File: config.mk
export PLATFORM = sky130hd
export DESIGN_NAME = wall_follow_drive_controller_core
export DESIGN_NICKNAME = d
export VERILOG_FILES = /design/src/hw/rtl/wfd_pkg.sv /design/src/hw/rtl/wall_follow_drive_controller_core.sv /design/src/hw/rtl/wfd_cfg_regs.sv /design/src/hw/rtl/wfd_pd_datapath.sv
export SDC_FILE = /design/constraint.sdc
export NUM_CORES = 1
export LEC_CHECK = 0
export BUFFER_PORTS_ARGS = -buffer_cell sky130_fd_sc_hd__clkbuf_2
export CORE_UTILIZATION = 30
export DETAILED_ROUTE_END_ITERATION = 8
export MAX_ROUTING_LAYER = met4
export PLACE_DENSITY = 0.42
export SYNTH_ARGS = -nofsm -noshare
export SYNTH_HDL_FRONTEND = slang
export SYNTH_SLANG_ARGS = --single-unit
File: constraint.sdc
create_clock -name clk -period 26.8 [get_ports clk]
set_clock_uncertainty 0.2 [all_clocks]
set_input_delay 4.02 -clock clk [delete_from_list [all_inputs] [get_ports clk]]
set_output_delay 4.02 -clock clk [all_outputs]
set_load 0.01 [all_outputs]
File: src/hw/rtl/wfd_pkg.sv
// Package for the wall-follow drive controller: field widths, word and
// register structs, register indexes, drive mode codes and reset values.
// No dependencies.
package wfd_pkg;

  // Fixed field widths
  localparam int DIST_W   = 9;
  localparam int TGT_W    = 6;
  localparam int GAIN_W   = 8;
  localparam int SPEED_W  = 8;
  localparam int MODE_W   = 2;
  localparam int CFG_IDX_W = 3;
  localparam int CFG_DAT_W = 8;

  // Datapath widths
  localparam int ERR_W  = 10;  // target - distance
  localparam int DIFF_W = 11;  // e - prev
  localparam int PP_W   = 19;  // kp * e
  localparam int PDD_W  = 20;  // kd * d
  localparam int SUM_W  = 21;  // kp*e + kd*d
  localparam int SPD_W  = 22;  // base +/- corr

  localparam int GAIN_FRAC_BITS_DEF = 4;

  // Register indexes
  localparam logic [CFG_IDX_W-1:0] REG_BASE_SPEED   = 3'd0;
  localparam logic [CFG_IDX_W-1:0] REG_TARGET_LEFT  = 3'd1;
  localparam logic [CFG_IDX_W-1:0] REG_TARGET_RIGHT = 3'd2;
  localparam logic [CFG_IDX_W-1:0] REG_KP_LEFT      = 3'd3;
  localparam logic [CFG_IDX_W-1:0] REG_KP_RIGHT     = 3'd4;
  localparam logic [CFG_IDX_W-1:0] REG_KD_GAIN      = 3'd5;
  localparam logic [CFG_IDX_W-1:0] REG_FOLLOW_THR   = 3'd6;
  localparam logic [CFG_IDX_W-1:0] REG_SPEED_LIMIT  = 3'd7;

  // Drive modes
  localparam logic [MODE_W-1:0] MODE_FREE  = 2'd0;
  localparam logic [MODE_W-1:0] MODE_LEFT  = 2'd1;
  localparam logic [MODE_W-1:0] MODE_RIGHT = 2'd2;

  // Speeds
  localparam logic [SPEED_W-1:0] FREE_RUN_SPEED = 8'd160;
  localparam logic [SPEED_W-1:0] A_OFFSET       = 8'd5;

  // Register reset values
  localparam logic [SPEED_W-1:0] RST_BASE_SPEED   = 8'd150;
  localparam logic [TGT_W-1:0]   RST_TARGET_LEFT  = 6'd8;
  localparam logic [TGT_W-1:0]   RST_TARGET_RIGHT = 6'd5;
  localparam logic [GAIN_W-1:0]  RST_KP_LEFT      = 8'd24;
  localparam logic [GAIN_W-1:0]  RST_KP_RIGHT     = 8'd16;
  localparam logic [GAIN_W-1:0]  RST_KD_GAIN      = 8'd8;
  localparam logic [TGT_W-1:0]   RST_FOLLOW_THR   = 6'd3;
  localparam logic [SPEED_W-1:0] RST_SPEED_LIMIT  = 8'd170;

  typedef struct packed {
    logic [DIST_W-1:0] left_cm;
    logic [DIST_W-1:0] right_cm;
  } in_word_t;

  typedef struct packed {
    logic [SPEED_W-1:0] speed_a;
    logic [SPEED_W-1:0] speed_b;
    logic [MODE_W-1:0]  drive_mode;
  } out_word_t;

  typedef struct packed {
    logic [SPEED_W-1:0] base_speed;
    logic [TGT_W-1:0]   target_left;
    logic [TGT_W-1:0]   target_right;
    logic [GAIN_W-1:0]  kp_left;
    logic [GAIN_W-1:0]  kp_right;
    logic [GAIN_W-1:0]  kd_gain;
    logic [TGT_W-1:0]   follow_threshold;
    logic [SPEED_W-1:0] speed_limit;
  } cfg_t;

  // Error history update from the datapath
  typedef struct packed {
    logic             upd_left;
    logic             upd_right;
    logic [ERR_W-1:0] err;
  } err_upd_t;

endpackage

File: src/hw/rtl/wall_follow_drive_controller_core.sv
// Wall-follow PD drive controller. An accepted word goes into the input register,
// then through the combinational PD datapath into the result register; a stalled
// result holds the next word in the input register.
// Throughput: one word per cycle while the output is not stalled; the PD datapath and its
// error-history feedback set that figure. Synchronous reset clears both
// valid stages and the error history and loads the register defaults.
module wall_follow_drive_controller_core #(
  parameter int GAIN_FRAC_BITS = wfd_pkg::GAIN_FRAC_BITS_DEF
) (
  input  logic                          clk,
  input  logic                          rst_n,
  input  logic                          in_valid,
  output logic                          in_stall,
  input  wfd_pkg::in_word_t             in_data,
  output logic                          out_valid,
  input  logic                          out_stall,
  output wfd_pkg::out_word_t            out_data,
  input  logic                          cfg_we,
  input  logic [wfd_pkg::CFG_IDX_W-1:0] cfg_index,
  input  logic [wfd_pkg::CFG_DAT_W-1:0] cfg_wdata
);

  wfd_pkg::cfg_t      cfg;
  wfd_pkg::in_word_t  in_word_r;
  logic               in_valid_r;
  wfd_pkg::out_word_t out_word_r;
  wfd_pkg::out_word_t res_nxt;
  logic               out_valid_r;
  wfd_pkg::err_upd_t  upd;
  logic [wfd_pkg::ERR_W-1:0] prev_left_r;
  logic [wfd_pkg::ERR_W-1:0] prev_right_r;
  logic               advance;
  logic               in_take;

  wfd_cfg_regs u_cfg (
    .clk       (clk),
    .rst_n     (rst_n),
    .cfg_we    (cfg_we),
    .cfg_index (cfg_index),
    .cfg_wdata (cfg_wdata),
    .cfg       (cfg)
  );

  wfd_pd_datapath #(
    .GAIN_FRAC_BITS (GAIN_FRAC_BITS)
  ) u_pd (
    .cfg        (cfg),
    .word_in    (in_word_r),
    .prev_left  (prev_left_r),
    .prev_right (prev_right_r),
    .word_out   (res_nxt),
    .upd        (upd)
  );

  // Stage handshake
  assign advance  = in_valid_r && (!out_valid_r || !out_stall);
  assign in_stall = in_valid_r && !advance;
  assign in_take  = in_valid && !in_stall;

  // Input register
  always_ff @(posedge clk) begin
    if (!rst_n) begin
      in_valid_r <= 1'b0;
    end else if (in_take) begin
      in_valid_r <= 1'b1;
    end else if (advance) begin
      in_valid_r <= 1'b0;
    end
  end

  always_ff @(posedge clk) begin
    if (in_take) begin
      in_word_r <= in_data;
    end
  end

  // Result register
  always_ff @(posedge clk) begin
    if (!rst_n) begin
      out_valid_r <= 1'b0;
    end else if (advance) begin
      out_valid_r <= 1'b1;
    end else if (!out_stall) begin
      out_valid_r <= 1'b0;
    end
  end

  always_ff @(posedge clk) begin
    if (advance) begin
      out_word_r <= res_nxt;
    end
  end

  // Error history of the followed side
  always_ff @(posedge clk) begin
    if (!rst_n) begin
      prev_left_r  <= '0;
      prev_right_r <= '0;
    end else if (advance) begin
      if (upd.upd_left) begin
        prev_left_r <= upd.err;
      end
      if (upd.upd_right) begin
        prev_right_r <= upd.err;
      end
    end
  end

  assign out_valid = out_valid_r;
  assign out_data  = out_word_r;

endmodule

File: src/hw/rtl/wfd_cfg_regs.sv
// Configuration register file of the wall-follow drive controller.
// Depends on wfd_pkg.
module wfd_cfg_regs (
  input  logic                          clk,
  input  logic                          rst_n,
  input  logic                          cfg_we,
  input  logic [wfd_pkg::CFG_IDX_W-1:0] cfg_index,
  input  logic [wfd_pkg::CFG_DAT_W-1:0] cfg_wdata,
  output wfd_pkg::cfg_t                 cfg
);

  wfd_pkg::cfg_t cfg_r;
  wfd_pkg::cfg_t cfg_nxt;

  // Decode one register write
  always_comb begin
    cfg_nxt = cfg_r;
    if (cfg_we) begin
      case (cfg_index)
        wfd_pkg::REG_BASE_SPEED:   cfg_nxt.base_speed       = cfg_wdata;
        wfd_pkg::REG_TARGET_LEFT:  cfg_nxt.target_left      = cfg_wdata[wfd_pkg::TGT_W-1:0];
        wfd_pkg::REG_TARGET_RIGHT: cfg_nxt.target_right     = cfg_wdata[wfd_pkg::TGT_W-1:0];
        wfd_pkg::REG_KP_LEFT:      cfg_nxt.kp_left          = cfg_wdata;
        wfd_pkg::REG_KP_RIGHT:     cfg_nxt.kp_right         = cfg_wdata;
        wfd_pkg::REG_KD_GAIN:      cfg_nxt.kd_gain          = cfg_wdata;
        wfd_pkg::REG_FOLLOW_THR:   cfg_nxt.follow_threshold = cfg_wdata[wfd_pkg::TGT_W-1:0];
        wfd_pkg::REG_SPEED_LIMIT:  cfg_nxt.speed_limit      = cfg_wdata;
        default:                   cfg_nxt = cfg_r;
      endcase
    end
  end

  always_ff @(posedge clk) begin
    if (!rst_n) begin
      cfg_r.base_speed       <= wfd_pkg::RST_BASE_SPEED;
      cfg_r.target_left      <= wfd_pkg::RST_TARGET_LEFT;
      cfg_r.target_right     <= wfd_pkg::RST_TARGET_RIGHT;
      cfg_r.kp_left          <= wfd_pkg::RST_KP_LEFT;
      cfg_r.kp_right         <= wfd_pkg::RST_KP_RIGHT;
      cfg_r.kd_gain          <= wfd_pkg::RST_KD_GAIN;
      cfg_r.follow_threshold <= wfd_pkg::RST_FOLLOW_THR;
      cfg_r.speed_limit      <= wfd_pkg::RST_SPEED_LIMIT;
    end else begin
      cfg_r <= cfg_nxt;
    end
  end

  assign cfg = cfg_r;

endmodule

File: src/hw/rtl/wfd_pd_datapath.sv
// PD correction and speed clamp for one sensor tick, purely combinational.
// Depends on wfd_pkg.
module wfd_pd_datapath #(
  parameter int GAIN_FRAC_BITS = wfd_pkg::GAIN_FRAC_BITS_DEF
) (
  input  wfd_pkg::cfg_t                 cfg,
  input  wfd_pkg::in_word_t             word_in,
  input  logic [wfd_pkg::ERR_W-1:0]     prev_left,
  input  logic [wfd_pkg::ERR_W-1:0]     prev_right,
  output wfd_pkg::out_word_t            word_out,
  output wfd_pkg::err_upd_t             upd
);

  localparam int SUM_W = wfd_pkg::SUM_W;
  // Bias added to a negative sum so the shift truncates toward zero
  localparam logic [SUM_W-1:0] ROUND_BIAS = SUM_W'((1 << GAIN_FRAC_BITS) - 1);

  logic                              follow_left;
  logic                              follow_right;
  logic signed [wfd_pkg::ERR_W-1:0]  err_left;
  logic signed [wfd_pkg::ERR_W-1:0]  err_right;
  logic signed [wfd_pkg::ERR_W-1:0]  err_sel;
  logic signed [wfd_pkg::ERR_W-1:0]  prev_sel;
  logic        [wfd_pkg::GAIN_W-1:0] kp_sel;
  logic signed [wfd_pkg::DIFF_W-1:0] diff;
  logic signed [wfd_pkg::PP_W-1:0]   prod_p;
  logic signed [wfd_pkg::PDD_W-1:0]  prod_d;
  logic signed [SUM_W-1:0]           sum;
  logic signed [SUM_W-1:0]           sum_biased;
  logic signed [SUM_W-1:0]           corr;
  logic signed [wfd_pkg::SPD_W-1:0]  base_ext;
  logic signed [wfd_pkg::SPD_W-1:0]  corr_ext;
  logic signed [wfd_pkg::SPD_W-1:0]  raw_a;
  logic signed [wfd_pkg::SPD_W-1:0]  raw_b;
  logic        [wfd_pkg::SPEED_W-1:0] clamp_a;
  logic        [wfd_pkg::SPEED_W-1:0] clamp_b;
  logic        [wfd_pkg::SPEED_W:0]   off_a;

  function automatic logic [wfd_pkg::SPEED_W-1:0] clamp_speed(
    input logic signed [wfd_pkg::SPD_W-1:0] v,
    input logic        [wfd_pkg::SPEED_W-1:0] limit
  );
    logic [wfd_pkg::SPEED_W-1:0] res;
    if (v < 0) begin
      res = '0;
    end else if (v > $signed({{(wfd_pkg::SPD_W-wfd_pkg::SPEED_W){1'b0}}, limit})) begin
      res = limit;
    end else begin
      res = v[wfd_pkg::SPEED_W-1:0];
    end
    return res;
  endfunction

  // Side selection, left wins when both are close
  assign follow_left  = {3'b000, cfg.follow_threshold} > word_in.left_cm;
  assign follow_right = !follow_left && ({3'b000, cfg.follow_threshold} > word_in.right_cm);

  // Errors: target - distance
  assign err_left  = $signed({4'b0000, cfg.target_left})  - $signed({1'b0, word_in.left_cm});
  assign err_right = $signed({4'b0000, cfg.target_right}) - $signed({1'b0, word_in.right_cm});

  assign err_sel  = follow_left ? err_left : err_right;
  assign prev_sel = follow_left ? $signed(prev_left) : $signed(prev_right);
  assign kp_sel   = follow_left ? cfg.kp_left : cfg.kp_right;

  // PD sum
  assign diff   = $signed({err_sel[wfd_pkg::ERR_W-1], err_sel})
                - $signed({prev_sel[wfd_pkg::ERR_W-1], prev_sel});
  assign prod_p = $signed({1'b0, kp_sel}) * err_sel;
  assign prod_d = $signed({1'b0, cfg.kd_gain}) * diff;
  assign sum    = $signed({{2{prod_p[wfd_pkg::PP_W-1]}}, prod_p})
                + $signed({prod_d[wfd_pkg::PDD_W-1], prod_d});

  // Scale down, truncated toward zero
  assign sum_biased = sum[SUM_W-1] ? (sum + $signed(ROUND_BIAS)) : sum;
  assign corr       = sum_biased >>> GAIN_FRAC_BITS;

  assign base_ext = $signed({{(wfd_pkg::SPD_W-wfd_pkg::SPEED_W){1'b0}}, cfg.base_speed});
  assign corr_ext = $signed({corr[SUM_W-1], corr});
  assign raw_a    = follow_left ? (base_ext + corr_ext) : (base_ext - corr_ext);
  assign raw_b    = follow_left ? (base_ext - corr_ext) : (base_ext + corr_ext);

  // Clamp, then offset A with saturation
  assign clamp_a = clamp_speed(raw_a, cfg.speed_limit);
  assign clamp_b = clamp_speed(raw_b, cfg.speed_limit);
  assign off_a   = {1'b0, clamp_a} + {1'b0, wfd_pkg::A_OFFSET};

  always_comb begin
    if (follow_left || follow_right) begin
      word_out.speed_a    = off_a[wfd_pkg::SPEED_W] ? '1 : off_a[wfd_pkg::SPEED_W-1:0];
      word_out.speed_b    = clamp_b;
      word_out.drive_mode = follow_left ? wfd_pkg::MODE_LEFT : wfd_pkg::MODE_RIGHT;
    end else begin
      word_out.speed_a    = wfd_pkg::FREE_RUN_SPEED;
      word_out.speed_b    = wfd_pkg::FREE_RUN_SPEED;
      word_out.drive_mode = wfd_pkg::MODE_FREE;
    end
  end

  assign upd.upd_left  = follow_left;
  assign upd.upd_right = follow_right;
  assign upd.err       = err_sel;

endmodule

Word level (Yosys, flattened, before mapping). Cells that the tools add are included.

Mux-type cells: 16. Multipliers: 2. $add $sub $neg: 8. Equal/unequal tests: 8. Shifts and indexed selects: 0. Bitwise logic cells: 1. Reduce and logical (&&, ||, !) cells: 25. Div/mod/pow operators: 0. Order comparisons: 6.

Operators by type and width (count): 22-bit by 9-bit > comparator with 1-bit output (2); 22-bit by 1-bit less-than comparator with 1-bit output (second input constant) (2); 22-bit two-way mux (2); 8-bit two-way mux (5); 19-bit by 20-bit adder with 21-bit output (1); 21-bit by 5-bit adder with 21-bit output (second input constant) (1); 21-bit two-way mux (1); 9-bit by 11-bit multiplier with 20-bit output (1); 10-bit two-way mux (2); 2-bit AND reduction (10); 6-bit by 9-bit subtractor with 10-bit output (2); 9-bit by 10-bit multiplier with 19-bit output (1); 9-bit by 17-bit adder with 18-bit output (1); 6-bit by 9-bit > comparator with 1-bit output (2); 9-bit by 17-bit subtractor with 18-bit output (1); 3-bit == test (second input constant) (4); 10-bit by 10-bit subtractor with 11-bit output (1); 8-bit by 3-bit adder with 9-bit output (second input constant) (1); 7-bit two-way mux (1); 3-bit by 2-bit == test with 1-bit output (second input constant) (2); 1-bit zero test (5); 1-bit logical AND (4); 1-bit two-way mux (4); 2-bit OR reduction (2); 7 further kinds (8).

RAM bits: 0. ROM bits: 0. Register bits: 116. Output and inout bits: 20. Latch bits: 0. Memories: 0. Logic and storage cells: 85.

Depth between registers and ports, before layout. Gate-level depths: netlist (run 1).

Depth in word-level cells: 14. Mapped depth: 75. Depth with buffers taken out: 69.

By module. From an unflattened synthesis (run 1), not the netlist that was laid out.

Cells, all modules: 1763. Area, all modules: 15543.7 um2.

By module, submodules not included: wfd_pd_datapath (area an instance 11352.1 um2, times used 1, cells each 1425); wfd_cfg_regs (area an instance 2253.4 um2, times used 1, cells each 216); wall_follow_drive_controller_core (area an instance 1938.1 um2, times used 1, cells each 122).

Worst setup path before layout (run 1). No wires, ideal clock.

Path kind: register -> register. From: register in_word_r[10] (netlist name). To: register out_word_r, in the netlist out_data[13] (data pin). Path buffers: 7. Data arrival time: 14.609 ns. Required time: 26.433 ns. Cell stages (with the launch flop): 62. Clock period less this slack: 14.976 ns. Path slack: 11.824 ns. Cell sequence: edfxtp_1 -> inv_1 -> ha_1 -> nor2b_1 -> o21a_1 -> o21a_1 -> o21a_1 -> o21a_1 -> o21bai_1 -> buf_1 -> inv_2 -> clkbuf_1 -> mux2i_1 -> inv_1 -> fa_1 -> a31o_2 -> a21oi_1 -> o21ai_0 -> [... 26 more ...] -> xnor2_1 -> ha_1 -> clkbuf_1 -> inv_1 -> a221oi_1 -> nand2_1 -> a21oi_1 -> nor3b_1 -> or4b_4 -> o22ai_4 -> nand2_2 -> o21ai_1 -> and2_1 -> ha_1 -> o21ai_0 -> a2111oi_2 -> nor2_1 -> a211oi_1.

Longest elaborated chain between the ends: 14. Elaborated cells between the ends (all ways): 23. Classes of those cells: add/sub: 7; mul: 2; order compare: 3; mux: 8; reduce/logical: 3.

Ends and longest elaborated chain: start: declaration (line wall_follow_drive_controller_core.sv:24) `wfd_pkg::in_word_t in_word_r;`; start signal: assignment (line wall_follow_drive_controller_core.sv:73) `in_word_r <= in_data;`; 6-bit by 9-bit subtractor with 10-bit output or 6-bit by 9-bit > comparator with 1-bit output (tied branches) (line wfd_pd_datapath.sv:59, wfd_pd_datapath.sv:55); 10-bit two-way mux * (line wfd_pd_datapath.sv:62) `assign err_sel = follow_left ? err_left : err_right;`; via u_pd.err_sel (one bit) (line wfd_pd_datapath.sv:22) `logic signed [wfd_pkg::ERR_W-1:0] err_sel;`; 10-bit by 10-bit subtractor with 11-bit output (line wfd_pd_datapath.sv:68) `- $signed({prev_sel[wfd_pkg::ERR_W-1], prev_sel});`; 9-bit by 11-bit multiplier with 20-bit output (line wfd_pd_datapath.sv:70) `assign prod_d = $signed({1'b0, cfg.kd_gain}) * diff;`; 19-bit by 20-bit adder with 21-bit output * (line wfd_pd_datapath.sv:72) `+ $signed({prod_d[wfd_pkg::PDD_W-1], prod_d});`; 21-bit by 5-bit adder with 21-bit output (line wfd_pd_datapath.sv:75) `assign sum_biased = sum[SUM_W-1] ? (sum + $signed(ROUND_BIAS)) : sum;`; 21-bit two-way mux * (line wfd_pd_datapath.sv:75); 9-bit by 17-bit subtractor with 18-bit output or 9-bit by 17-bit adder with 18-bit output (tied branches) (line wfd_pd_datapath.sv:80) `assign raw_a = follow_left ? (base_ext + corr_ext) : (base_ext - corr_ext);`; 22-bit two-way mux * (line wfd_pd_datapath.sv:80); 22-bit by 9-bit > comparator with 1-bit output (line wfd_pd_datapath.sv:46) `end else if (v > $signed({{(wfd_pkg::SPD_W-wfd_pkg::SPEED_W){1'b0}}, limit})) begin`; 8-bit two-way mux (line wfd_pd_datapath.sv:46); 8-bit two-way mux * (line wfd_pd_datapath.sv:44) `if (v < 0) begin`; 8-bit by 3-bit adder with 9-bit output * (line wfd_pd_datapath.sv:86) `assign off_a = {1'b0, clamp_a} + {1'b0, wfd_pkg::A_OFFSET};`; 7-bit two-way mux * (line wfd_pd_datapath.sv:90) `word_out.speed_a = off_a[wfd_pkg::SPEED_W] ? '1 : off_a[wfd_pkg::SPEED_W-1:0];`; end signal: assignment (line wall_follow_drive_controller_core.sv:90) `out_word_r <= res_nxt;`; end: declaration (line wall_follow_drive_controller_core.sv:26) `wfd_pkg::out_word_t out_word_r;`.

The timed path passes the listed nets; every way through them passes the cells marked *. A chain may end at the register's enable or synchronous reset.

Final worst setup path (run 1). Same ends and word-level chain as after synthesis.

==> Implementation_results.wiki, run 1 <==
{| class="wikitable"
! Metric !! Value
|-
| Terminus of the critical flop-to-flop path || out_data[13]
|-
| Clock-pin slew on the worst setup and hold paths || 60 ps
|-
| Maximum fanout along the worst path || 37
|-
| Hold wc startpoint || prev_right_r[9]
|-
| Final routed DRC violation total || 2
|-
| Final hold viol count || 0
|-
| Number of vias per cell after detailed routing || 4.843
|-
| GPL Wtd Cong || 0.8520
|-
| Crit-path max cell delay || 840 ps
|-
| Antenna violations before repair || 0
|-
| Critical path required time || 26,840 ps
|-
| Number of DRC markers in iteration 0 || 626
|-
| Min-Delay Path Depth || 2
|-
| Fraction of final layout cells with drive strength greater than 1 || 8.121%
|-
| Worst R2R Start || in_word_r[10]
|-
| Cell repeated most along the worst path || sky130_fd_sc_hd__fa_1
|-
| Flop-to-flop setup slack || 10,660 ps
|-
| Post-synth top flop || sky130_fd_sc_hd__dfxtp_1
|-
| Cell variety after synth || 85
|-
| Clock Tree Root || sky130_fd_sc_hd__clkbuf_16
|-
| EDFF count, synth || 36
|-
| Total CTS buffers || 17
|-
| Ys async rst share || 0%
|-
| Largest delay contributor family on the critical path || compound AO/OA/AOI/OAI gates
|-
| DPL Wire Length || 36.08 mm
|-
| Classification of the worst setup path || reg -> reg
|-
| Number of nets at the end of the flow || 2,185
|-
| Number of warnings reported in the yosys synthesis log || 0
|-
| Final setup TNS || 0 ps
|-
| Status || complete, but fails checks
|-
| Pins Over Slew Limit || 0
|-
| Class of the most critical hold timing path || reg -> reg
|-
| Global-route wire length before repair || 70.94 mm
|-
| Placeable core region || 51,300 sq um
|-
| Fmax || 61.94 MHz
|-
| Endpoints failing setup || 0
|-
| GR Layer Usage met2 || 28.71%
|-
| Area delta synth->final || 10.40%
|-
| Area of the die || 52,740 sq um
|-
| Number of sinks driven by the clock tree || 116
|-
| Share of the yosys chip area belonging to registers || 17.25%
|-
| Total of max-cap violations || 0
|-
| Starting density of the core || 30.31%
|-
| Relative slew slack || 29.76%
|-
| Number of hold-repair buffers added at the cts stage || 0
|-
| Maximum number of buffers from clock root to sink || 2
|-
| Post-Synthesis Cells || 1,809
|-
| Number of synthesized register bits || 116
|-
| Place WS || 10,610 ps
|-
| Global routing's busiest layer || met2
|-
| PostCTS Resize Cnt || 0
|-
| Via count of the first global-routing pass || 12.64k
|-
| Netlist area before placement || 15,550 sq um
|-
| Final min period || 16,140 ps
|-
| Wirelength per Cell || 17.44 microns
|-
| Number of input and output port buffers inserted || 53
|-
| # IOs || 54
|-
| Post-route worst setup slack || 10,660 ps
|-
| Worst-margin pin slew || 1046 ps
|-
| Length in cells of the worst reg-to-reg path || 56
|-
| Global routing met3 resource utilization || 1.947%
|-
| Width of the die || 229.7 microns
|-
| Syn avg cell area || 8.594 sq um
|-
| Clock insertion delay at the later pin of the skew report || 430 ps
|-
| Antenna-violating nets left || 0
|-
| Combined global-route utilization of all metal layers || 17.59%
|-
| Via count of the routed design || 12.24k
|-
| Worst Hold Endpoint || prev_right_r[9]
|-
| Unrepaired setup endpoints after global routing || no
|-
| Number of H-tree branching levels || 4
|-
| Arrival @ worst endpoint || 16,180 ps
|-
| Slowest cell on the critical path || sky130_fd_sc_hd__fa_1
|-
| CP endpoint kind || register
|-
| Post-CTS Setup Inserts || 0
|-
| Buffering stage count on the worst path with inverters included || 7
|-
| CTS tree || built
|-
| Violated checks || design-rule violations
|-
| Aggregate routed wire length || 44.08 mm
|-
| Post-synthesis net count || 2,160
|-
| Critical Path Start Type || register
|-
| Number of rows created at floorplan || 83
|-
| GRT Residual Overflow || 0
|-
| Part of the cycle the worst path needs || 60.24%
|-
| Detailed-router iteration count before antenna repair || 7
|-
| Floorplan die height || 229.7 microns
|-
| Global-route met1 utilization || 23.39%
|-
| Maximum number of pins on one net before global-route repair || 77
|-
| Filler cell count in the final layout || 5,443
|}
worst max path at each step:
| stage | start | end | cells after the start |
|---|---|---|---|
| floorplan | in_word_r[10] | out_data[13] | 61 |
| global placement | in_word_r[10] | out_data[14] | 53 |
| detailed placement | in_word_r[10] | out_data[13] | 55 |
| CTS | in_word_r[10] | out_data[13] | 56 |
| global route | in_word_r[10] | out_data[14] | 56 |
| finish | in_word_r[10] | out_data[13] | 56 |
per-stage QoR:
stage	hold slack, ps	util, %	instance area, sq um	instances
2_1_floorplan	232.1	-	15550	1809
3_3_place_gp	248.1	32.28	16560	2495
3_5_place_dp	251.5	32.28	16560	2495
4_1_cts	262.0	33.45	17160	2527
5_1_grt	282.2	33.45	17160	2527
6_report	260.8	33.46	17160	2528
placed cells by master (no fill, tap or decap), types with 7 or more instances in the layout:
| cell | count |
|---|---|
| sky130_fd_sc_hd__inv_1 | 268 |
| sky130_fd_sc_hd__nand2_1 | 226 |
| sky130_fd_sc_hd__fa_1 | 176 |
| sky130_fd_sc_hd__ha_1 | 141 |
| sky130_fd_sc_hd__nor2_1 | 106 |
| sky130_fd_sc_hd__dfxtp_1 | 80 |
| sky130_fd_sc_hd__a21oi_1 | 67 |
| sky130_fd_sc_hd__o21ai_0 | 53 |
| sky130_fd_sc_hd__clkbuf_2 | 53 |
| sky130_fd_sc_hd__nand3_1 | 52 |
| sky130_fd_sc_hd__mux2i_1 | 47 |
| sky130_fd_sc_hd__nor2b_1 | 46 |
| sky130_fd_sc_hd__xnor2_1 | 46 |
| sky130_fd_sc_hd__and2_1 | 45 |
| sky130_fd_sc_hd__edfxtp_1 | 36 |
| sky130_fd_sc_hd__a21boi_0 | 35 |
| sky130_fd_sc_hd__a21o_1 | 22 |
| sky130_fd_sc_hd__xor2_1 | 22 |
| sky130_fd_sc_hd__nand2b_1 | 21 |
| sky130_fd_sc_hd__buf_4 | 21 |
| sky130_fd_sc_hd__nor3_1 | 20 |
| sky130_fd_sc_hd__clkbuf_16 | 19 |
| sky130_fd_sc_hd__a211oi_1 | 18 |
| sky130_fd_sc_hd__o21a_1 | 16 |
| sky130_fd_sc_hd__nand4_1 | 16 |
| sky130_fd_sc_hd__a31oi_1 | 15 |
| sky130_fd_sc_hd__and3_1 | 14 |
| sky130_fd_sc_hd__o211ai_1 | 13 |
| sky130_fd_sc_hd__mux2_2 | 10 |
| sky130_fd_sc_hd__o21ai_1 | 8 |
| sky130_fd_sc_hd__or2_2 | 7 |
layer usage:
| layer | vias up | routed length, microns |
|---|---|---|
| li1 | 6056 | - |
| met1 | 5960 | 21700 |
| met2 | 185 | 20630 |
| met3 | 43 | 1008 |
| met4 | 0 | 750 |
| met5 | - | 0 |
cells in the mapped netlist, types with 48 or more instances:
cell type                  number  share of area [%]
sky130_fd_sc_hd__inv_1        268                6.5
sky130_fd_sc_hd__nand2_1      226                5.5
sky130_fd_sc_hd__fa_1         176                 23
sky130_fd_sc_hd__ha_1         141                 11
sky130_fd_sc_hd__nor2_1       106                2.6
sky130_fd_sc_hd__dfxtp_1       80                 10
sky130_fd_sc_hd__a21oi_1       67                2.2
sky130_fd_sc_hd__clkbuf_1      56                1.4
sky130_fd_sc_hd__o21ai_0       53                1.7
sky130_fd_sc_hd__nand3_1       52                1.7
sky130_fd_sc_hd__mux2i_1       48                3.1
worst reg2reg max path, delay by kind of cell, from the launching register on:
family	cells	cell delay (ps)
flip-flops	1	370
adder cells (fa/ha/maj)	11	5320
buffers and inverters	7	1080
XOR/XNOR	1	170
AO/OA/AOI/OAI	24	6030
multiplexers	1	270
AND/OR/NAND/NOR	12	2490
logic make-up after synthesis:
| group | count (synthesis) | share of synthesized area [%] |
|---|---|---|
| buffers and inverters | 338 | 8.305 |
| xor gates and xnor gates | 69 | 3.935 |
| adders and majority gates | 318 | 34.07 |
| DFF | 116 | 17.25 |
| muxes | 58 | 3.815 |
| AOI/OAI and AO/OA | 322 | 14.44 |
| and+or+nand+nor | 588 | 18.18 |
area by class of cell:
cell class	instances	area, sq um	share of cell area (%)
tap	680	850.8	4.957
multi-input combinational	1355	11590	67.54
sequential	116	2683	15.63
inverter	270	1013	5.905
antenna	1	2.502	0.01458
clock inverter	12	120.1	0.6998
timing repair buffer	74	422.9	2.464
clock buffer	20	479.2	2.792
flip-flops by register name (all words and copies together) (netlist names):
register      flops
prev_left_r      10
in_valid_r        1
u_cfg.cfg        58
out_data         18
out_valid         1
prev_right_r     10
in_word_r        18
Power of run 1 is left out: the tool's default activity adds up to more than one toggle a clock period on the data nets, which glitch-free logic cannot reach.
==> run 2: changes to the inputs <==
==> constraint.sdc (replaced) <==
create_clock -name clk -period 16.46 [get_ports clk]
set_clock_uncertainty 0.2 [all_clocks]
set_input_delay 2.469 -clock clk [delete_from_list [all_inputs] [get_ports clk]]
set_output_delay 2.469 -clock clk [all_outputs]
set_load 0.01 [all_outputs]
==> run 2 against run 1 <==
The flow now finishes without violations. Via count about the same. Cell count increased by 0.36%. Worst setup slack got worse by 9600 ps. Global-route usage decreased by 0.50 points. Flip-flop and latch count unchanged. Critical endpoint unchanged.
==> Implementation_results.wiki, run 2 (synthesis gave the netlist of run 1 again) <==
{| class="wikitable"
! Metric !! Value
|-
| Status || finished, final reports clean (was complete, but fails checks)
|-
| Filler cell count in the final layout || 5,438 (was 5,443)
|-
| Flop-to-flop setup slack || 1090 ps (was 10,660 ps)
|-
| Final setup TNS || 0 ps (unchanged)
|-
| Crit-path max cell delay || 770 ps (was 840 ps)
|-
| Area of the die || 52,740 sq um (unchanged)
|-
| Worst R2R Start || in_word_r[10] (unchanged)
|-
| Part of the cycle the worst path needs || 93.40% (was 60.24%)
|-
| Clock Tree Root || sky130_fd_sc_hd__clkbuf_16 (unchanged)
|-
| Maximum number of pins on one net before global-route repair || 77 (unchanged)
|-
| Ant. Diodes || 0 (was 1)
|-
| Number of nets at the end of the flow || 2,195 (was 2,185)
|-
| Final min period || 15,370 ps (was 16,140 ps)
|-
| Combined global-route utilization of all metal layers || 17.09% (was 17.59%)
|-
| Global-route wire length before repair || 69.44 mm (was 70.94 mm)
|-
| Starting density of the core || 30.31% (unchanged)
|-
| Worst-margin pin slew || 1121 ps (was 1046 ps)
|-
| Arrival @ worst endpoint || 15,440 ps (was 16,180 ps)
|-
| Launching instance or port of the critical path || in_word_r[10] (unchanged)
|-
| Max FFs per register || 58 (unchanged)
|-
| Fmax || 65.04 MHz (was 61.94 MHz)
|-
| Register area || 2683 sq um (unchanged)
|-
| Commonest non-fill, non-tap cells in the layout || 268 x sky130_fd_sc_hd__inv_1, 226 x sky130_fd_sc_hd__nand2_1, 176 x sky130_fd_sc_hd__fa_1 (unchanged)
|-
| Total of max-cap violations || 0 (unchanged)
|-
| Width of the die || 229.7 microns (unchanged)
|-
| Number of input and output port buffers inserted || 53 (unchanged)
|-
| Final hold viol count || 0 (unchanged)
|-
| Number of H-tree branching levels || 4 (unchanged)
|-
| Area delta synth->final || 11.10% (was 10.40%)
|-
| Area of combinational cells with multiple inputs || 11,630 sq um (was 11,590 sq um)
|-
| DPL Wire Length || 35.26 mm (was 36.08 mm)
|-
| Number of rows created at floorplan || 83 (unchanged)
|-
| Endpoints failing setup || 0 (unchanged)
|-
| Slowest cell on the critical path || sky130_fd_sc_hd__fa_1 (unchanged)
|-
| Critical path required time || 16,520 ps (was 26,840 ps)
|-
| Terminus of the critical flop-to-flop path || out_data[13] (unchanged)
|-
| Most frequent standard cell in the layout excluding fill and tap cells || sky130_fd_sc_hd__inv_1 (unchanged)
|-
| Number of vias per cell after detailed routing || 4.828 (was 4.843)
|-
| Wirelength per Cell || 16.79 microns (was 17.44 microns)
|-
| Number of hold-repair buffers added at the cts stage || 0 (unchanged)
|-
| CP endpoint kind || register (unchanged)
|-
| Critical path capture point || out_data[13] (unchanged)
|-
| Class of the most critical hold timing path || reg -> reg (unchanged)
|-
| Aggregate routed wire length || 42.60 mm (was 44.08 mm)
|-
| Classification of the worst setup path || reg -> reg (unchanged)
|-
| Total CTS buffers || 17 (unchanged)
|-
| Floorplan die height || 229.7 microns (unchanged)
|-
| Antenna violations before repair || 0 (unchanged)
|-
| Number of DRC markers in iteration 0 || 641 (was 626)
|-
| Final routed DRC violation total || 0 (was 2)
|-
| CTS tree || built (unchanged)
|-
| GRT Residual Overflow || 0 (unchanged)
|-
| Antenna-violating nets left || 0 (unchanged)
|-
| Via count of the routed design || 12.25k (was 12.24k)
|-
| Relative slew slack || 24.76% (was 29.76%)
|-
| Number of sinks driven by the clock tree || 116 (unchanged)
|-
| Fraction of final layout cells with drive strength greater than 1 || 8.939% (was 8.121%)
|-
| Placeable core region || 51,300 sq um (unchanged)
|-
| GPL Wtd Cong || 0.8355 (was 0.8520)
|-
| Maximum fanout along the worst path || 36 (was 37)
|-
| Clock insertion delay at the later pin of the skew report || 440 ps (was 430 ps)
|-
| Maximum number of buffers from clock root to sink || 2 (unchanged)
|-
| # IOs || 54 (unchanged)
|-
| Clock-pin slew on the worst setup and hold paths || 70 ps (was 60 ps)
|-
| Critical Path Start Type || register (unchanged)
|-
| Detailed-router iteration count before antenna repair || 7 (unchanged)
|-
| Length in cells of the worst reg-to-reg path || 57 (was 56)
|-
| Pins Over Slew Limit || 0 (unchanged)
|-
| Unrepaired setup endpoints after global routing || no (unchanged)
|-
| Via count of the first global-routing pass || 12.70k (was 12.64k)
|}
run 2: cell count changes in the layout (fill, tap and decap cells not counted), moves of 2 or more:
cell / delta
sky130_fd_sc_hd__buf_4: +9
sky130_fd_sc_hd__inv_6: +4
sky130_fd_sc_hd__clkbuf_16: -2
sky130_fd_sc_hd__clkinv_2: -2
sky130_fd_sc_hd__clkinv_4: -2
sky130_fd_sc_hd__inv_8: +2
sky130_fd_sc_hd__o41ai_1: -2
sky130_fd_sc_hd__o41ai_2: +2
run 2: through the flow:
step	hold WS (ps)	instance area, sq um	std cells	setup slack, ps	util (%)
6_report	262.2	17270	2537	1086	33.67
5_1_grt	289.5	17270	2537	30.21	33.67
4_1_cts	264.0	17220	2536	573.2	33.57
3_5_place_dp	253.8	16630	2504	595.2	32.42
3_3_place_gp	241.8	16630	2504	978.0	32.42
2_1_floorplan	232.1	15550	1809	1484	-
run 2: worst max-delay path, delay by kind of cell (launching register included):
family | cells | cell delay, ps
and+or+nand+nor | 13 | 2660
DFF | 1 | 360
muxes | 1 | 240
adders and majority gates | 11 | 5040
xor gates and xnor gates | 1 | 200
AOI/OAI and AO/OA | 23 | 5350
buffers and inverters | 8 | 1080
run 2: area by class of cell:
class | count | area share, %
multi-input cells | 1355 | 67.35
clock buffers | 17 | 2.463
repair buffers | 84 | 2.905
clock inverters | 15 | 0.9634
well taps | 680 | 4.926
flip-flops and latches | 116 | 15.53
inverters | 270 | 5.867
run 2: worst min path at each step:
stage               startpoint              end  slack, ps  depth (start not counted)
3_3_place_gp   prev_right_r[7]  prev_right_r[7]        240                          2
6_report       prev_right_r[8]  prev_right_r[8]        260                          2
5_1_grt          u_cfg.cfg[24]    u_cfg.cfg[24]        290                          2
3_5_place_dp   prev_right_r[8]  prev_right_r[8]        250                          2
4_1_cts        prev_right_r[8]  prev_right_r[8]        260                          2
2_1_floorplan  prev_right_r[6]  prev_right_r[6]        230                          2
run 2: repair_timing:
action	4_1_cts	5_1_grt
gates resized for setup	0	8
setup buffers	0	1
setup endpoints to repair	0	7
run 2: routing by layer:
| metal | track usage [%] | vias to the layer above | share of wire [%] |
|---|---|---|---|
| met4 | 3.521 | 0 | 1.2 |
| met2 | 28.01 | 145 | 48 |
| met1 | 22.77 | 6002 | 49 |
| met5 | - | - | 0 |
| li1 | - | 6066 | - |
| met3 | 1.773 | 35 | 2.2 |
Power of run 2 is left out for the same reason.
==> run 3: changes to the inputs <==
--- a/config.mk
+++ b/config.mk
@@ -10,6 +10,7 @@
 export DETAILED_ROUTE_END_ITERATION = 8
 export MAX_ROUTING_LAYER = met4
 export PLACE_DENSITY = 0.42
+export REMOVE_ABC_BUFFERS = 1
 export SYNTH_ARGS = -nofsm -noshare
 export SYNTH_HDL_FRONTEND = slang
 export SYNTH_SLANG_ARGS = --single-unit
==> run 3 against run 2 <==
The run now ends with design-rule violations left. Hold slack got worse by 1.6 ps. Core utilization barely moved. First-iteration DRC count fell by 20%. Register-to-register slack barely moved. Highest routed layer unchanged.
==> Implementation_results.wiki, run 3 (synthesis gave the netlist of run 1 again) <==
{| class="wikitable"
! Metric !! Value
|-
| Relative slew slack || 30.29% (was 24.76%)
|-
| CTS tree || built (unchanged)
|-
| Antenna-violating nets left || 0 (unchanged)
|-
| Number of sinks driven by the clock tree || 116 (unchanged)
|-
| Worst-margin pin slew || 1032 ps (was 1121 ps)
|-
| Wirelength per Cell || 17.03 microns (was 16.79 microns)
|-
| Aggregate routed wire length || 43.20 mm (was 42.60 mm)
|-
| Cell repeated most along the worst path || sky130_fd_sc_hd__fa_1
|-
| Area delta synth->final || 11.09% (was 11.10%)
|-
| Number of rows created at floorplan || 83 (unchanged)
|-
| Total of max-cap violations || 0 (unchanged)
|-
| Buffering stage count on the worst path with inverters included || 8 (unchanged)
|-
| GPL Wtd Cong || 0.8609 (was 0.8355)
|-
| Cell Count Post-Placement || 2,501 (was 2,504)
|-
| Placeable core region || 51,300 sq um (unchanged)
|-
| Crit-path max cell delay || 700 ps (was 770 ps)
|-
| Combined global-route utilization of all metal layers || 17.32% (was 17.09%)
|-
| Classification of the worst setup path || reg -> reg (unchanged)
|-
| Endpoints failing setup || 0 (unchanged)
|-
| Most frequent standard cell in the layout excluding fill and tap cells || sky130_fd_sc_hd__inv_1 (unchanged)
|-
| Clock-pin slew on the worst setup and hold paths || 60 ps (was 70 ps)
|-
| Final routed DRC violation total || 2 (was 0)
|-
| Area after DPL || 16,600 sq um (was 16,630 sq um)
|-
| Max FFs per register || 58 (unchanged)
|-
| Floorplan die height || 229.7 microns (unchanged)
|-
| Arrival @ worst endpoint || 15,450 ps (was 15,440 ps)
|-
| Class of the most critical hold timing path || reg -> reg (unchanged)
|-
| Ant. Diodes || 0 (unchanged)
|-
| Fin area || 17,270 sq um (about the same)
|-
| Detailed-router iteration count before antenna repair || 7 (unchanged)
|-
| Number of vias per cell after detailed routing || 4.836 (was 4.828)
|-
| Number of nets at the end of the flow || 2,195 (unchanged)
|-
| Slowest cell on the critical path || sky130_fd_sc_hd__fa_1 (unchanged)
|-
| Largest delay contributor family on the critical path || compound AO/OA/AOI/OAI gates (unchanged)
|-
| DPL Wire Length || 35.77 mm (was 35.26 mm)
|-
| Pins Over Slew Limit || 0 (unchanged)
|-
| Width of the die || 229.7 microns (unchanged)
|-
| Number of H-tree branching levels || 4 (unchanged)
|-
| Clock Tree Root || sky130_fd_sc_hd__clkbuf_16 (unchanged)
|-
| Number of input and output port buffers inserted || 53 (unchanged)
|-
| Via count of the first global-routing pass || 12.65k (was 12.70k)
|-
| Fraction of final layout cells with drive strength greater than 1 || 9.047% (was 8.939%)
|-
| Total CTS buffers || 17 (unchanged)
|-
| Post-route worst setup slack || 1086 ps (about the same)
|-
| Final non-filler cell total || 2,537 (unchanged)
|-
| Maximum number of buffers from clock root to sink || 2 (unchanged)
|-
| Maximum number of pins on one net before global-route repair || 77 (unchanged)
|-
| # IOs || 54 (unchanged)
|-
| Final min period || 15,370 ps (about the same)
|-
| GRT Residual Overflow || 0 (unchanged)
|-
| Critical Path Start Type || register (unchanged)
|-
| Filler cell count in the final layout || 5,418 (was 5,438)
|-
| CP endpoint kind || register (unchanged)
|-
| Fmax || 65.05 MHz (was 65.04 MHz)
|-
| Part of the cycle the worst path needs || 93.40% (about the same)
|-
| Critical path required time || 16,530 ps (was 16,520 ps)
|-
| Status || complete, but fails checks (was finished, final reports clean)
|-
| Via count of the routed design || 12.27k (was 12.25k)
|-
| Clock insertion delay at the later pin of the skew report || 430 ps (was 440 ps)
|-
| Number of DRC markers in iteration 0 || 516 (was 641)
|-
| Maximum fanout along the worst path || 15 (was 36)
|-
| Violated checks || design-rule violations
|-
| Place WS || 413.9 ps (was 595.2 ps)
|-
| Antenna violations before repair || 0 (unchanged)
|-
| Commonest non-fill, non-tap cells in the layout || 268 x sky130_fd_sc_hd__inv_1, 226 x sky130_fd_sc_hd__nand2_1, 176 x sky130_fd_sc_hd__fa_1 (unchanged)
|-
| Starting density of the core || 30.31% (unchanged)
|-
| Global-route wire length before repair || 69.90 mm (was 69.44 mm)
|-
| Final hold viol count || 0 (unchanged)
|-
| Area of the die || 52,740 sq um (unchanged)
|}
[run 3: changes by cell type in the layout (fill, tap and decap cells not counted), sizes merged]
| cell | before | now |
|---|---|---|
| clkbuf | 70 | 71 |
| clkinvlp | 1 | 2 |
| bufinv | 1 | 2 |
| clkinv | 5 | 6 |
| inv | 278 | 274 |
[run 3: metal layers]
metal  track usage (%)  up-vias  wire, microns
met3             1.563       23            953
li1                  -     6061              -
met1             22.51     6018          20880
met4             3.292        0            325
met5                 -        -              0
met2             29.36      167          21040
[run 3: stage by stage]
step	util [%]	TNS, ps	hold slack (ps)
after CTS	33.50	0	267.3
after global routing	33.67	-4.135	288.4
final	33.67	0	260.6
after floorplan	-	-344.2	232.1
after global placement	32.36	0	249.5
after detailed placement	32.36	0	258.6
[run 3: worst reg2reg max path: cells and delay by family, from the launching register on]
| kind | cells | cell delay, ps |
|---|---|---|
| buffers and inverters | 8 | 780 |
| adders and majority gates | 12 | 5360 |
| and+or+nand+nor | 11 | 2170 |
| xor gates and xnor gates | 1 | 230 |
| DFF | 1 | 350 |
| AOI/OAI and AO/OA | 26 | 5790 |
| muxes | 1 | 320 |
[run 3: repair_timing]
| action | 4_1_cts | 5_1_grt |
|---|---|---|
| endpoints found under the setup margin | 0 | 7 |
| endpoints found under the hold margin | 0 | 0 |
| gates resized for setup | 0 | 12 |
| hold buffers | 0 | 0 |
| buffers inserted | 0 | 4 |
[run 3: area by class of cell]
| cell class | count | area [sq um] | area share, % |
|---|---|---|---|
| clock buffer | 18 | 429.2 | 2.485 |
| sequential | 116 | 2683 | 15.53 |
| inverter | 270 | 1013 | 5.868 |
| tap | 680 | 850.8 | 4.926 |
| multi-input combinational | 1355 | 11640 | 67.42 |
| clock inverter | 14 | 152.6 | 0.8838 |
| timing repair buffer | 84 | 498.0 | 2.883 |
[run 3: worst paths after layout]
| check | from | endpoint | slack, ps | cells after the start |
|---|---|---|---|---|
| setup / recovery | in_word_r[10] | out_data[10] | 1090 | 59 |
| hold / removal | u_cfg.cfg[23] | u_cfg.cfg[23] | 260 | 2 |
| setup reg to reg | in_word_r[10] | out_data[10] | 1090 | 59 |
| hold reg to reg | u_cfg.cfg[23] | u_cfg.cfg[23] | 260 | 2 |
Power of run 3 is left out for the same reason.
